File: config.mk
export PLATFORM = sky130hd
export DESIGN_NAME = multi_sensor_outlier_filter_unit
export DESIGN_NICKNAME = d
export VERILOG_FILES = /design/src/sv/osf_pkg.sv /design/src/sv/osf_ram.sv /design/src/sv/osf_div.sv /design/src/sv/multi_sensor_outlier_filter_unit.sv
export VERILOG_INCLUDE_DIRS = /design/src /design/src/sv
export SDC_FILE = /design/constraint.sdc
export NUM_CORES = 2
export LEC_CHECK = 0
export BUFFER_PORTS_ARGS = -buffer_cell sky130_fd_sc_hd__buf_2
export CAP_MARGIN = 20
export CORE_UTILIZATION = 35
export DETAILED_ROUTE_END_ITERATION = 10
export GPL_ROUTABILITY_DRIVEN = 0
export PLACE_DENSITY = 0.54
export RECOVER_POWER = 25
export SLEW_MARGIN = 25
export SYNTH_ARGS = -nofsm -noshare
export SYNTH_HDL_FRONTEND = slang
export SYNTH_HIERARCHICAL = 1
export SYNTH_SLANG_ARGS = --single-unit
File: constraint.sdc
create_clock -name clk -period 7.85 [get_ports clk]
set_clock_uncertainty 0.2 [all_clocks]
set_input_delay 0.785 -clock clk [delete_from_list [all_inputs] [get_ports clk]]
set_output_delay 0.785 -clock clk [all_outputs]
set_load 0.05 [all_outputs]
File: src/sv/assert_macros.svh
// ----------------------------------------------------------------------------
// assert_macros.svh
// Assertion macros shared by the RTL; define ASSERT_OFF to compile them out.
// ----------------------------------------------------------------------------
`ifndef ASSERT_MACROS_SVH
`define ASSERT_MACROS_SVH

`ifndef ASSERT_OFF

// Check a condition at every rising edge outside reset.
`define OSF_ASSERT(lbl, clk, rst_n, prop) \
    lbl: assert property (@(posedge clk) disable iff (!rst_n) (prop)) \
        else $error("osf assertion failed");

// Check that a condition holds in the cycle after a trigger.
`define OSF_ASSERT_NEXT(lbl, clk, rst_n, ante, cons) \
    lbl: assert property (@(posedge clk) disable iff (!rst_n) (ante) |=> (cons)) \
        else $error("osf assertion failed");

`else

`define OSF_ASSERT(lbl, clk, rst_n, prop)
`define OSF_ASSERT_NEXT(lbl, clk, rst_n, ante, cons)

`endif

`endif

File: src/sv/osf_pkg.sv
// ----------------------------------------------------------------------------
// osf_pkg
// Shared constants, types and the reciprocal table of the outlier filter.
// ----------------------------------------------------------------------------
package osf_pkg;

    // sizing
    localparam int NUM_SENSORS = 10;
    localparam int WINDOW      = 5;
    localparam int HIST_DEPTH  = NUM_SENSORS * WINDOW;

    // field widths
    localparam int ID_W       = 4;
    localparam int SAMPLE_W   = 16;
    localparam int TS_W       = 32;
    localparam int STATUS_W   = 2;
    localparam int CFG_IDX_W  = 2;
    localparam int CFG_DATA_W = 16;

    // derived widths
    localparam int SID_W  = (NUM_SENSORS > 1) ? $clog2(NUM_SENSORS) : 1;
    localparam int POS_W  = $clog2(WINDOW);
    localparam int CNT_W  = $clog2(WINDOW + 1);
    localparam int ADDR_W = $clog2(HIST_DEPTH);
    localparam int SUM_W  = SAMPLE_W + $clog2(WINDOW);
    localparam int DIV_W  = 3;
    localparam int RECIP_K = SUM_W + DIV_W;
    localparam int PROD_W  = SUM_W + RECIP_K;

    // status codes
    localparam logic [STATUS_W-1:0] ST_SHORT   = 2'd0;
    localparam logic [STATUS_W-1:0] ST_ACCEPT  = 2'd1;
    localparam logic [STATUS_W-1:0] ST_MEAN    = 2'd2;
    localparam logic [STATUS_W-1:0] ST_INVALID = 2'd3;

    // register indexes
    localparam logic [CFG_IDX_W-1:0] CFG_MIN_VALID     = 2'd0;
    localparam logic [CFG_IDX_W-1:0] CFG_MAX_VALID     = 2'd1;
    localparam logic [CFG_IDX_W-1:0] CFG_OUTLIER_LIMIT = 2'd2;

    // register reset values
    localparam logic [SAMPLE_W-1:0] MIN_VALID_RST     = 16'h9C00;
    localparam logic [SAMPLE_W-1:0] MAX_VALID_RST     = 16'h6400;
    localparam logic [SAMPLE_W-1:0] OUTLIER_LIMIT_RST = 16'h3200;

    // -1.0 in Q8.8
    localparam logic [SAMPLE_W-1:0] INVALID_VALUE = 16'hFF00;

    localparam longint unsigned RECIP_ONE = longint'(1) << RECIP_K;

    typedef struct packed {
        logic             go;
        logic [SUM_W-1:0] mag;
        logic [CNT_W-1:0] cnt;
    } div_req_t;

    typedef struct packed {
        logic             done;
        logic [SUM_W-1:0] quot;
    } div_rsp_t;

    // ceil(2^RECIP_K / d) for the divisors the filter uses
    function automatic logic [RECIP_K-1:0] recip(input logic [DIV_W-1:0] d);
        logic [RECIP_K-1:0] r;
        case (d)
            3'd2:    r = RECIP_K'((RECIP_ONE + 1) / 2);
            3'd3:    r = RECIP_K'((RECIP_ONE + 2) / 3);
            3'd4:    r = RECIP_K'((RECIP_ONE + 3) / 4);
            3'd5:    r = RECIP_K'((RECIP_ONE + 4) / 5);
            3'd6:    r = RECIP_K'((RECIP_ONE + 5) / 6);
            3'd7:    r = RECIP_K'((RECIP_ONE + 6) / 7);
            default: r = '1;
        endcase
        return r;
    endfunction

endpackage

File: src/sv/osf_ram.sv
// ----------------------------------------------------------------------------
// osf_ram
// Generic single-write, single-read RAM with registered read data.
// ----------------------------------------------------------------------------
module osf_ram #(
    parameter int WIDTH = 16,
    parameter int DEPTH = 50,
    localparam int ADDR_W = (DEPTH > 1) ? $clog2(DEPTH) : 1
) (
    input  logic              clk,
    input  logic              wr_en,
    input  logic [ADDR_W-1:0] wr_addr,
    input  logic [WIDTH-1:0]  wr_data,
    input  logic              rd_en,
    input  logic [ADDR_W-1:0] rd_addr,
    output logic [WIDTH-1:0]  rd_data
);

    logic [WIDTH-1:0] mem [DEPTH];

    always_ff @(posedge clk)
    begin
        if (wr_en)
        begin
            mem[wr_addr] <= wr_data;
        end
        if (rd_en)
        begin
            rd_data <= mem[rd_addr];
        end
    end

endmodule

File: src/sv/osf_div.sv
// ----------------------------------------------------------------------------
// osf_div
// Two-stage divide of a magnitude by a small count via reciprocal multiply.
// ----------------------------------------------------------------------------
module osf_div (
    input  logic              clk,
    input  logic              rst_n,
    input  osf_pkg::div_req_t req,
    output osf_pkg::div_rsp_t rsp
);
    import osf_pkg::*;

    localparam int CHK_W = SUM_W + DIV_W + 1;

    logic              s1_reg;
    logic              done_reg;
    logic [PROD_W-1:0] prod_reg;
    logic [SUM_W-1:0]  mag_reg;
    logic [DIV_W-1:0]  cnt_reg;
    logic [SUM_W-1:0]  quot_reg;

    logic [SUM_W-1:0]        q_est;
    logic signed [CHK_W-1:0] rem;
    logic [SUM_W-1:0]        quot_next;

    // stage 2: estimate, then nudge by one if the remainder is off
    always_comb
    begin
        q_est = prod_reg[RECIP_K +: SUM_W];
        rem   = $signed({1'b0, (CHK_W-1)'(mag_reg)}) -
                $signed(CHK_W'(CHK_W'(q_est) * CHK_W'(cnt_reg)));
        if (rem < 0)
        begin
            quot_next = q_est - SUM_W'(1);
        end
        else if (rem >= $signed(CHK_W'(cnt_reg)))
        begin
            quot_next = q_est + SUM_W'(1);
        end
        else
        begin
            quot_next = q_est;
        end
    end

    always_ff @(posedge clk or negedge rst_n)
    begin
        if (!rst_n)
        begin
            s1_reg   <= 1'b0;
            done_reg <= 1'b0;
        end
        else
        begin
            s1_reg   <= req.go;
            done_reg <= s1_reg;
        end
    end

    always_ff @(posedge clk)
    begin
        if (req.go)
        begin
            prod_reg <= PROD_W'(req.mag) * PROD_W'(recip(DIV_W'(req.cnt)));
            mag_reg  <= req.mag;
            cnt_reg  <= DIV_W'(req.cnt);
        end
        if (s1_reg)
        begin
            quot_reg <= quot_next;
        end
    end

    assign rsp.done = done_reg;
    assign rsp.quot = quot_reg;

endmodule

File: src/sv/multi_sensor_outlier_filter_unit.sv
// ----------------------------------------------------------------------------
// multi_sensor_outlier_filter_unit
// Per-sensor moving average with outlier replacement, one reading at a time.
// ----------------------------------------------------------------------------
// Each beat on the input carries one sensor reading (sensor_idx, Q8.8 sample,
// timestamp) and yields exactly one beat on the output (filtered_value,
// status). A reading with an out-of-range sensor_idx, a sample outside
// [min_valid, max_valid] or a zero timestamp returns -1.0 with status 3 and
// leaves the history untouched. A good reading is written into the sensor's
// ring of WINDOW entries; with fewer than two entries it passes through
// (status 0), otherwise it is compared against the truncated mean of the
// filled entries and replaced by that mean (status 2) when it deviates by
// more than outlier_limit, else passed (status 1). The block handles one
// reading at a time: in_ready is high only while the sequencer idles. The
// time a full reading takes is set by the summation loop, which reads the
// entries one per cycle through the single read port of the history RAM,
// plus the two-stage reciprocal divider. The output is held in its own
// register, so the next reading can be accepted while a result waits for
// out_ready. No clearing pass is needed after reset: the fill count guards
// every entry that is ever read. Configuration writes take effect at once
// and are meant for idle periods.
// ----------------------------------------------------------------------------
module multi_sensor_outlier_filter_unit (
    input  logic                                  clk,
    input  logic                                  rst_n,
    // reading in
    input  logic                                  in_valid,
    output logic                                  in_ready,
    input  logic [osf_pkg::ID_W-1:0]              sensor_idx,
    input  logic signed [osf_pkg::SAMPLE_W-1:0]   sample,
    input  logic [osf_pkg::TS_W-1:0]              timestamp,
    // result out
    output logic                                  out_valid,
    input  logic                                  out_ready,
    output logic signed [osf_pkg::SAMPLE_W-1:0]   filtered_value,
    output logic [osf_pkg::STATUS_W-1:0]          status,
    // configuration
    input  logic                                  cfg_wr_en,
    input  logic [osf_pkg::CFG_IDX_W-1:0]         cfg_addr,
    input  logic [osf_pkg::CFG_DATA_W-1:0]        cfg_wdata
);
    import osf_pkg::*;

    typedef enum logic [2:0] {
        S_IDLE,
        S_WRITE,
        S_SUM,
        S_DIV,
        S_DECIDE,
        S_EMIT
    } state_t;

    localparam logic [ID_W:0]       SENSOR_LIMIT = (ID_W + 1)'(NUM_SENSORS);
    localparam logic [CNT_W-1:0]    WINDOW_CNT   = CNT_W'(WINDOW);
    localparam logic [CNT_W-1:0]    CNT_TWO      = CNT_W'(2);
    localparam logic [POS_W-1:0]    POS_LAST     = POS_W'(WINDOW - 1);
    localparam int                  DEV_W        = SAMPLE_W + 1;

    // ------------------------------------------------------------------
    // Configuration registers
    // ------------------------------------------------------------------
    logic [SAMPLE_W-1:0] min_reg;
    logic [SAMPLE_W-1:0] max_reg;
    logic [SAMPLE_W-1:0] lim_reg;

    always_ff @(posedge clk or negedge rst_n)
    begin
        if (!rst_n)
        begin
            min_reg <= MIN_VALID_RST;
            max_reg <= MAX_VALID_RST;
            lim_reg <= OUTLIER_LIMIT_RST;
        end
        else if (cfg_wr_en)
        begin
            case (cfg_addr)
                CFG_MIN_VALID:     min_reg <= cfg_wdata;
                CFG_MAX_VALID:     max_reg <= cfg_wdata;
                CFG_OUTLIER_LIMIT: lim_reg <= cfg_wdata;
                default:           ;
            endcase
        end
    end

    // ------------------------------------------------------------------
    // Sequencer registers
    // ------------------------------------------------------------------
    state_t                     state_reg,     state_next;
    logic [SID_W-1:0]           id_reg,        id_next;
    logic signed [SAMPLE_W-1:0] sample_reg,    sample_next;
    logic [ADDR_W-1:0]          base_reg,      base_next;
    logic [CNT_W-1:0]           cnt_reg,       cnt_next;
    logic [CNT_W-1:0]           k_reg,         k_next;
    logic                       pend_reg,      pend_next;
    logic signed [SUM_W-1:0]    sum_reg,       sum_next;
    logic                       div_go_reg,    div_go_next;
    logic signed [SAMPLE_W-1:0] mean_reg,      mean_next;
    logic [SAMPLE_W-1:0]        res_val_reg,   res_val_next;
    logic [STATUS_W-1:0]        res_st_reg,    res_st_next;
    logic                       out_valid_reg, out_valid_next;
    logic [SAMPLE_W-1:0]        out_val_reg,   out_val_next;
    logic [STATUS_W-1:0]        out_st_reg,    out_st_next;

    // per-sensor ring pointers and fill counts
    logic [POS_W-1:0] wpos_reg [NUM_SENSORS];
    logic [CNT_W-1:0] fill_reg [NUM_SENSORS];

    // history RAM ports
    logic                ram_wr_en;
    logic [ADDR_W-1:0]   ram_wr_addr;
    logic                ram_rd_en;
    logic [ADDR_W-1:0]   ram_rd_addr;
    logic [SAMPLE_W-1:0] ram_rd_data;

    div_req_t div_req;
    div_rsp_t div_rsp;

    logic                    in_beat;
    logic                    reading_ok;
    logic [POS_W-1:0]        cur_pos;
    logic [CNT_W-1:0]        cur_cnt;
    logic [POS_W-1:0]        new_pos;
    logic [CNT_W-1:0]        new_cnt;
    logic signed [DEV_W-1:0] dev;
    logic [DEV_W-1:0]        dev_abs;
    logic [SUM_W-1:0]        sum_abs;
    logic signed [SAMPLE_W-1:0] quot_signed;

    assign in_ready = (state_reg == S_IDLE);
    assign in_beat  = in_valid && in_ready;

    // reject bad id, out-of-bounds sample or a zero timestamp
    assign reading_ok = ({1'b0, sensor_idx} < SENSOR_LIMIT) &&
                        (sample >= $signed(min_reg)) &&
                        (sample <= $signed(max_reg)) &&
                        (timestamp != '0);

    // ring bookkeeping for the sensor held in id_reg
    assign cur_pos = wpos_reg[id_reg];
    assign cur_cnt = fill_reg[id_reg];
    assign new_pos = (cur_pos >= POS_LAST) ? '0 : cur_pos + POS_W'(1);
    assign new_cnt = (cur_cnt < WINDOW_CNT) ? cur_cnt + CNT_W'(1) : WINDOW_CNT;

    // write the new sample at the ring slot, read entries back during the sum
    assign ram_wr_en   = (state_reg == S_WRITE);
    assign ram_wr_addr = base_reg + ADDR_W'(cur_pos);
    assign ram_rd_en   = (state_reg == S_SUM) && (k_reg != cnt_reg);
    assign ram_rd_addr = base_reg + ADDR_W'(k_reg);

    // divider works on the magnitude; the sign is put back afterwards
    assign sum_abs      = sum_reg[SUM_W-1] ? SUM_W'(-sum_reg) : SUM_W'(sum_reg);
    assign div_req.go   = div_go_reg;
    assign div_req.mag  = sum_abs;
    assign div_req.cnt  = cnt_reg;
    assign quot_signed  = sum_reg[SUM_W-1] ? -$signed(SAMPLE_W'(div_rsp.quot))
                                           : $signed(SAMPLE_W'(div_rsp.quot));

    // deviation from the mean, exact in one extra bit
    assign dev     = $signed({sample_reg[SAMPLE_W-1], sample_reg}) -
                     $signed({mean_reg[SAMPLE_W-1], mean_reg});
    assign dev_abs = dev[DEV_W-1] ? DEV_W'(-dev) : DEV_W'(dev);

    always_comb
    begin
        state_next     = state_reg;
        id_next        = id_reg;
        sample_next    = sample_reg;
        base_next      = base_reg;
        cnt_next       = cnt_reg;
        k_next         = k_reg;
        pend_next      = pend_reg;
        sum_next       = sum_reg;
        div_go_next    = 1'b0;
        mean_next      = mean_reg;
        res_val_next   = res_val_reg;
        res_st_next    = res_st_reg;
        out_valid_next = out_valid_reg;
        out_val_next   = out_val_reg;
        out_st_next    = out_st_reg;

        // drop the output beat once taken
        if (out_valid_reg && out_ready)
        begin
            out_valid_next = 1'b0;
        end

        case (state_reg)
            S_IDLE:
            begin
                if (in_beat)
                begin
                    id_next     = SID_W'(sensor_idx);
                    sample_next = sample;
                    base_next   = ADDR_W'(int'(SID_W'(sensor_idx)) * WINDOW);
                    if (reading_ok)
                    begin
                        state_next = S_WRITE;
                    end
                    else
                    begin
                        res_val_next = INVALID_VALUE;
                        res_st_next  = ST_INVALID;
                        state_next   = S_EMIT;
                    end
                end
            end

            S_WRITE:
            begin
                cnt_next = new_cnt;
                if (new_cnt < CNT_TWO)
                begin
                    res_val_next = sample_reg;
                    res_st_next  = ST_SHORT;
                    state_next   = S_EMIT;
                end
                else
                begin
                    k_next     = '0;
                    pend_next  = 1'b0;
                    sum_next   = '0;
                    state_next = S_SUM;
                end
            end

            S_SUM:
            begin
                // accumulate the entry read last cycle, issue the next read
                if (pend_reg)
                begin
                    sum_next = sum_reg + SUM_W'($signed(ram_rd_data));
                end
                pend_next = ram_rd_en;
                if (ram_rd_en)
                begin
                    k_next = k_reg + CNT_W'(1);
                end
                else if (!pend_reg)
                begin
                    div_go_next = 1'b1;
                    state_next  = S_DIV;
                end
            end

            S_DIV:
            begin
                if (div_rsp.done)
                begin
                    mean_next  = quot_signed;
                    state_next = S_DECIDE;
                end
            end

            S_DECIDE:
            begin
                if (dev_abs > {1'b0, lim_reg})
                begin
                    res_val_next = mean_reg;
                    res_st_next  = ST_MEAN;
                end
                else
                begin
                    res_val_next = sample_reg;
                    res_st_next  = ST_ACCEPT;
                end
                state_next = S_EMIT;
            end

            S_EMIT:
            begin
                // hold until the output register is free
                if (!out_valid_reg || out_ready)
                begin
                    out_valid_next = 1'b1;
                    out_val_next   = res_val_reg;
                    out_st_next    = res_st_reg;
                    state_next     = S_IDLE;
                end
            end

            default:
            begin
                state_next = S_IDLE;
            end
        endcase
    end

    always_ff @(posedge clk or negedge rst_n)
    begin
        if (!rst_n)
        begin
            state_reg     <= S_IDLE;
            pend_reg      <= 1'b0;
            div_go_reg    <= 1'b0;
            out_valid_reg <= 1'b0;
        end
        else
        begin
            state_reg     <= state_next;
            pend_reg      <= pend_next;
            div_go_reg    <= div_go_next;
            out_valid_reg <= out_valid_next;
        end
    end

    // payload, no reset needed
    always_ff @(posedge clk)
    begin
        id_reg      <= id_next;
        sample_reg  <= sample_next;
        base_reg    <= base_next;
        cnt_reg     <= cnt_next;
        k_reg       <= k_next;
        sum_reg     <= sum_next;
        mean_reg    <= mean_next;
        res_val_reg <= res_val_next;
        res_st_reg  <= res_st_next;
        out_val_reg <= out_val_next;
        out_st_reg  <= out_st_next;
    end

    // advance the ring pointer and fill count of the sensor being written
    always_ff @(posedge clk or negedge rst_n)
    begin
        if (!rst_n)
        begin
            for (int s = 0; s < NUM_SENSORS; s++)
            begin
                wpos_reg[s] <= '0;
                fill_reg[s] <= '0;
            end
        end
        else if (state_reg == S_WRITE)
        begin
            wpos_reg[id_reg] <= new_pos;
            fill_reg[id_reg] <= new_cnt;
        end
    end

    assign out_valid      = out_valid_reg;
    assign filtered_value = out_val_reg;
    assign status         = out_st_reg;

    // ------------------------------------------------------------------
    // History store and divider
    // ------------------------------------------------------------------
    osf_ram #(
        .WIDTH (SAMPLE_W),
        .DEPTH (HIST_DEPTH)
    ) u_hist (
        .clk     (clk),
        .wr_en   (ram_wr_en),
        .wr_addr (ram_wr_addr),
        .wr_data (sample_reg),
        .rd_en   (ram_rd_en),
        .rd_addr (ram_rd_addr),
        .rd_data (ram_rd_data)
    );

    osf_div u_div (
        .clk   (clk),
        .rst_n (rst_n),
        .req   (div_req),
        .rsp   (div_rsp)
    );

    // ------------------------------------------------------------------
    // Assertions
    // ------------------------------------------------------------------
`include "assert_macros.svh"

    `OSF_ASSERT_NEXT(a_busy_after_beat, clk, rst_n, in_valid && in_ready, !in_ready)
    `OSF_ASSERT(a_invalid_value, clk, rst_n, !(out_valid && status == ST_INVALID) || filtered_value == $signed(INVALID_VALUE))
    `OSF_ASSERT(a_sum_count, clk, rst_n, (state_reg != S_SUM) || (cnt_reg >= CNT_TWO && cnt_reg <= WINDOW_CNT))
    `OSF_ASSERT(a_div_done_in_div, clk, rst_n, !div_rsp.done || state_reg == S_DIV)

endmodule
==> flow_metrics.py <==
metrics = {
    "sta": {
        "final.min_clock_period_ns": 8.10,
        "setup_viol": 6,
        "rsz0062_at_grt": "true",
        "hold_violations": 0,
        "fmax_mhz": 123,
        "fin_setup_tns_ns": -0.812,
        "worst_slack_ns": -0.250,
        "worst_pin_slew_ns": 3.33,
        "report.final.slew_viol_count": 671,
        "fin_crit_sh_pct": 103,
        "slew_headroom_pct": -122,
    },
    "min_path": {
        "holdCritStartpoint": "sample[0]",
        "holdPathEnd": "sample_reg[0]$_DFFE_PP_",
        "min_path_type": "in -> reg",
        "hold_depth": 1,
    },
    "logic_synthesis": {
        "ys_warn_count": 6,
        "syn-cell-area_sq_mm": 0.0613,
        "synth_fp_nets": 5283,
        "synthCells": 4604,
        "synth_area_per_cell_sq_um": 13.3,
    },
    "setup_path": {
        "crit_path_end_kind": "flop",
        "max_stage_delay_ns": 0.57,
        "cp.required_ns": 8.13,
        "cp_slowest_cell": "fa_2",
        "rr_endpoint": "u_div/prod_reg[40]$_DFFE_PP_",
        "r2r_slack_ns": -0.25,
        "worst-path-max-fanout": 4,
        "criticalPathCategory": "reg -> reg",
        "worstSetupStartpoint": "sum_reg[0]$_SDFFCE_PN0P_",
        "arrival_ns": 8.38,
        "cp_common_cell": "fa_1",
        "startpoint_type": "flop",
        "r2r_cells": 32,
        "r2r_start": "sum_reg[0]$_SDFFCE_PN0P_",
    },
    "layout": {
        "final_common_cell": "edfxtp_1",
        "nNetsFinal": 5652,
        "fillers": 16302,
        "largest_reg_flops": 800,
        "final_cell_mix": "974 x edfxtp_1, 585 x inv_1, 342 x fa_1",
        "areaGrowthSynthToFinish_pct": 15.5,
        "final_area_sq_mm": 0.0708,
        "drive_above_1_share_pct": 17.9,
    },
    "detailed_routing": {
        "wirelength_mm": 166,
        "drc": 0,
        "vias": 37694,
        "via_per_inst": 5.10,
        "drtPass1Iterations": 5,
        "drt-initial-drc-count": 3121,
        "ant_nets": 0,
        "wl_per_cell_microns": 22.4,
    },
    "clock_network": {
        "clkLatencyLatePin_ns": 0.75,
        "clk_pin_slew_ns": 0.07,
        "clock_path_buffers": 3,
        "htree_levels": 3,
        "cts_tree": "yes",
        "cts.sink_count": 1090,
        "cts_buffers": 112,
        "clockRootBuffer": "clkbuf_16",
    },
    "floorplan": {
        "fp.dieArea_sq_mm": 0.177,
        "start_util_pct": 35.3,
        "num_io_pins": 95,
        "num_rows": 153,
        "core_sq_mm": 0.174,
        "die_x_microns": 421,
        "fp.dieH_microns": 421,
    },
    "global_route": {
        "overflow": 0,
        "grt_start_max_net_pins": 92,
        "antenna_found_initial": 4,
        "grt_usage_pct": 18.8,
        "grt_first_pass_wirelength_mm": 248,
        "grt_pass1_vias": 38065,
    },
    "run_status": {
        "status": "complete, but fails checks",
        "violations": "max-capacitance violations, max-slew violations, negative setup slack",
    },
    "flow_run": {
        "cap_violations": 13,
    },
    "place": {
        "dp_hpwl_mm": 117,
        "place_area_sq_mm": 0.0665,
        "portBuffers": 94,
    },
}
[stage by stage]
step | std cells | util, % | hold slack, ns | worst slack (ns)
floorplan | 4604 | - | 0.200 | 0.00467
global placement | 7157 | 38.2 | 0.203 | -0.560
detailed placement | 7157 | 38.2 | 0.205 | -0.713
CTS | 7383 | 40.7 | 0.0206 | -0.271
global route | 7391 | 40.7 | 0.0675 | -0.486
finish | 7392 | 40.7 | 0.111 | -0.250
[how the worst max path moves through the flow]
stage	slack, ns	depth (start not counted)	endpoint
floorplan	0.005	32	u_div/prod_reg[40]$_DFFE_PP_
global placement	-0.56	30	u_div/prod_reg[40]$_DFFE_PP_
detailed placement	-0.71	30	u_div/prod_reg[40]$_DFFE_PP_
CTS	-0.27	32	u_div/prod_reg[40]$_DFFE_PP_
global route	-0.49	34	u_div/prod_reg[40]$_DFFE_PP_
finish	-0.25	32	u_div/prod_reg[40]$_DFFE_PP_
[per-layer routing]
layer	part of all wire, %	GRT usage [%]
met5	0.0060	0
met4	2.3	4.58
met3	4.8	2.29
met2	47	30.4
met1	46	26.7
[worst max-delay path: cells and delay by family, from the launching register on]
family,cells,cell delay (ns)
AO/OA/AOI/OAI,6,1.34
XOR/XNOR,1,0.07
adder cells (fa/ha/maj),8,3.34
buffers and inverters,9,1.00
flip-flops,1,0.41
AND/OR/NAND/NOR,8,1.46
[final cells by class]
| class | count | area [sq um] | share of cell area, % |
|---|---|---|---|
| clock inverters | 65 | 833 | 1.18 |
| well taps | 2325 | 2910 | 4.11 |
| flip-flops and latches | 1090 | 32200 | 45.4 |
| repair buffers | 448 | 3250 | 4.59 |
| diodes | 1 | 2.50 | 0.00353 |
| multi-input cells | 2720 | 26400 | 37.3 |
| inverters | 601 | 2260 | 3.18 |
| clock buffers | 142 | 3000 | 4.23 |
[timing repair]
item,CTS,global route
setup endpoints to repair,19,19
gates resized for setup,52,37
buffers inserted,17,9
endpoints found under the hold margin,43,0
hold buffers,1,0
gates cloned,1,0
pin swaps,44,34
Power is not shown: default switching activity piles up to over one toggle a cycle in this logic, so the estimate is an artifact.
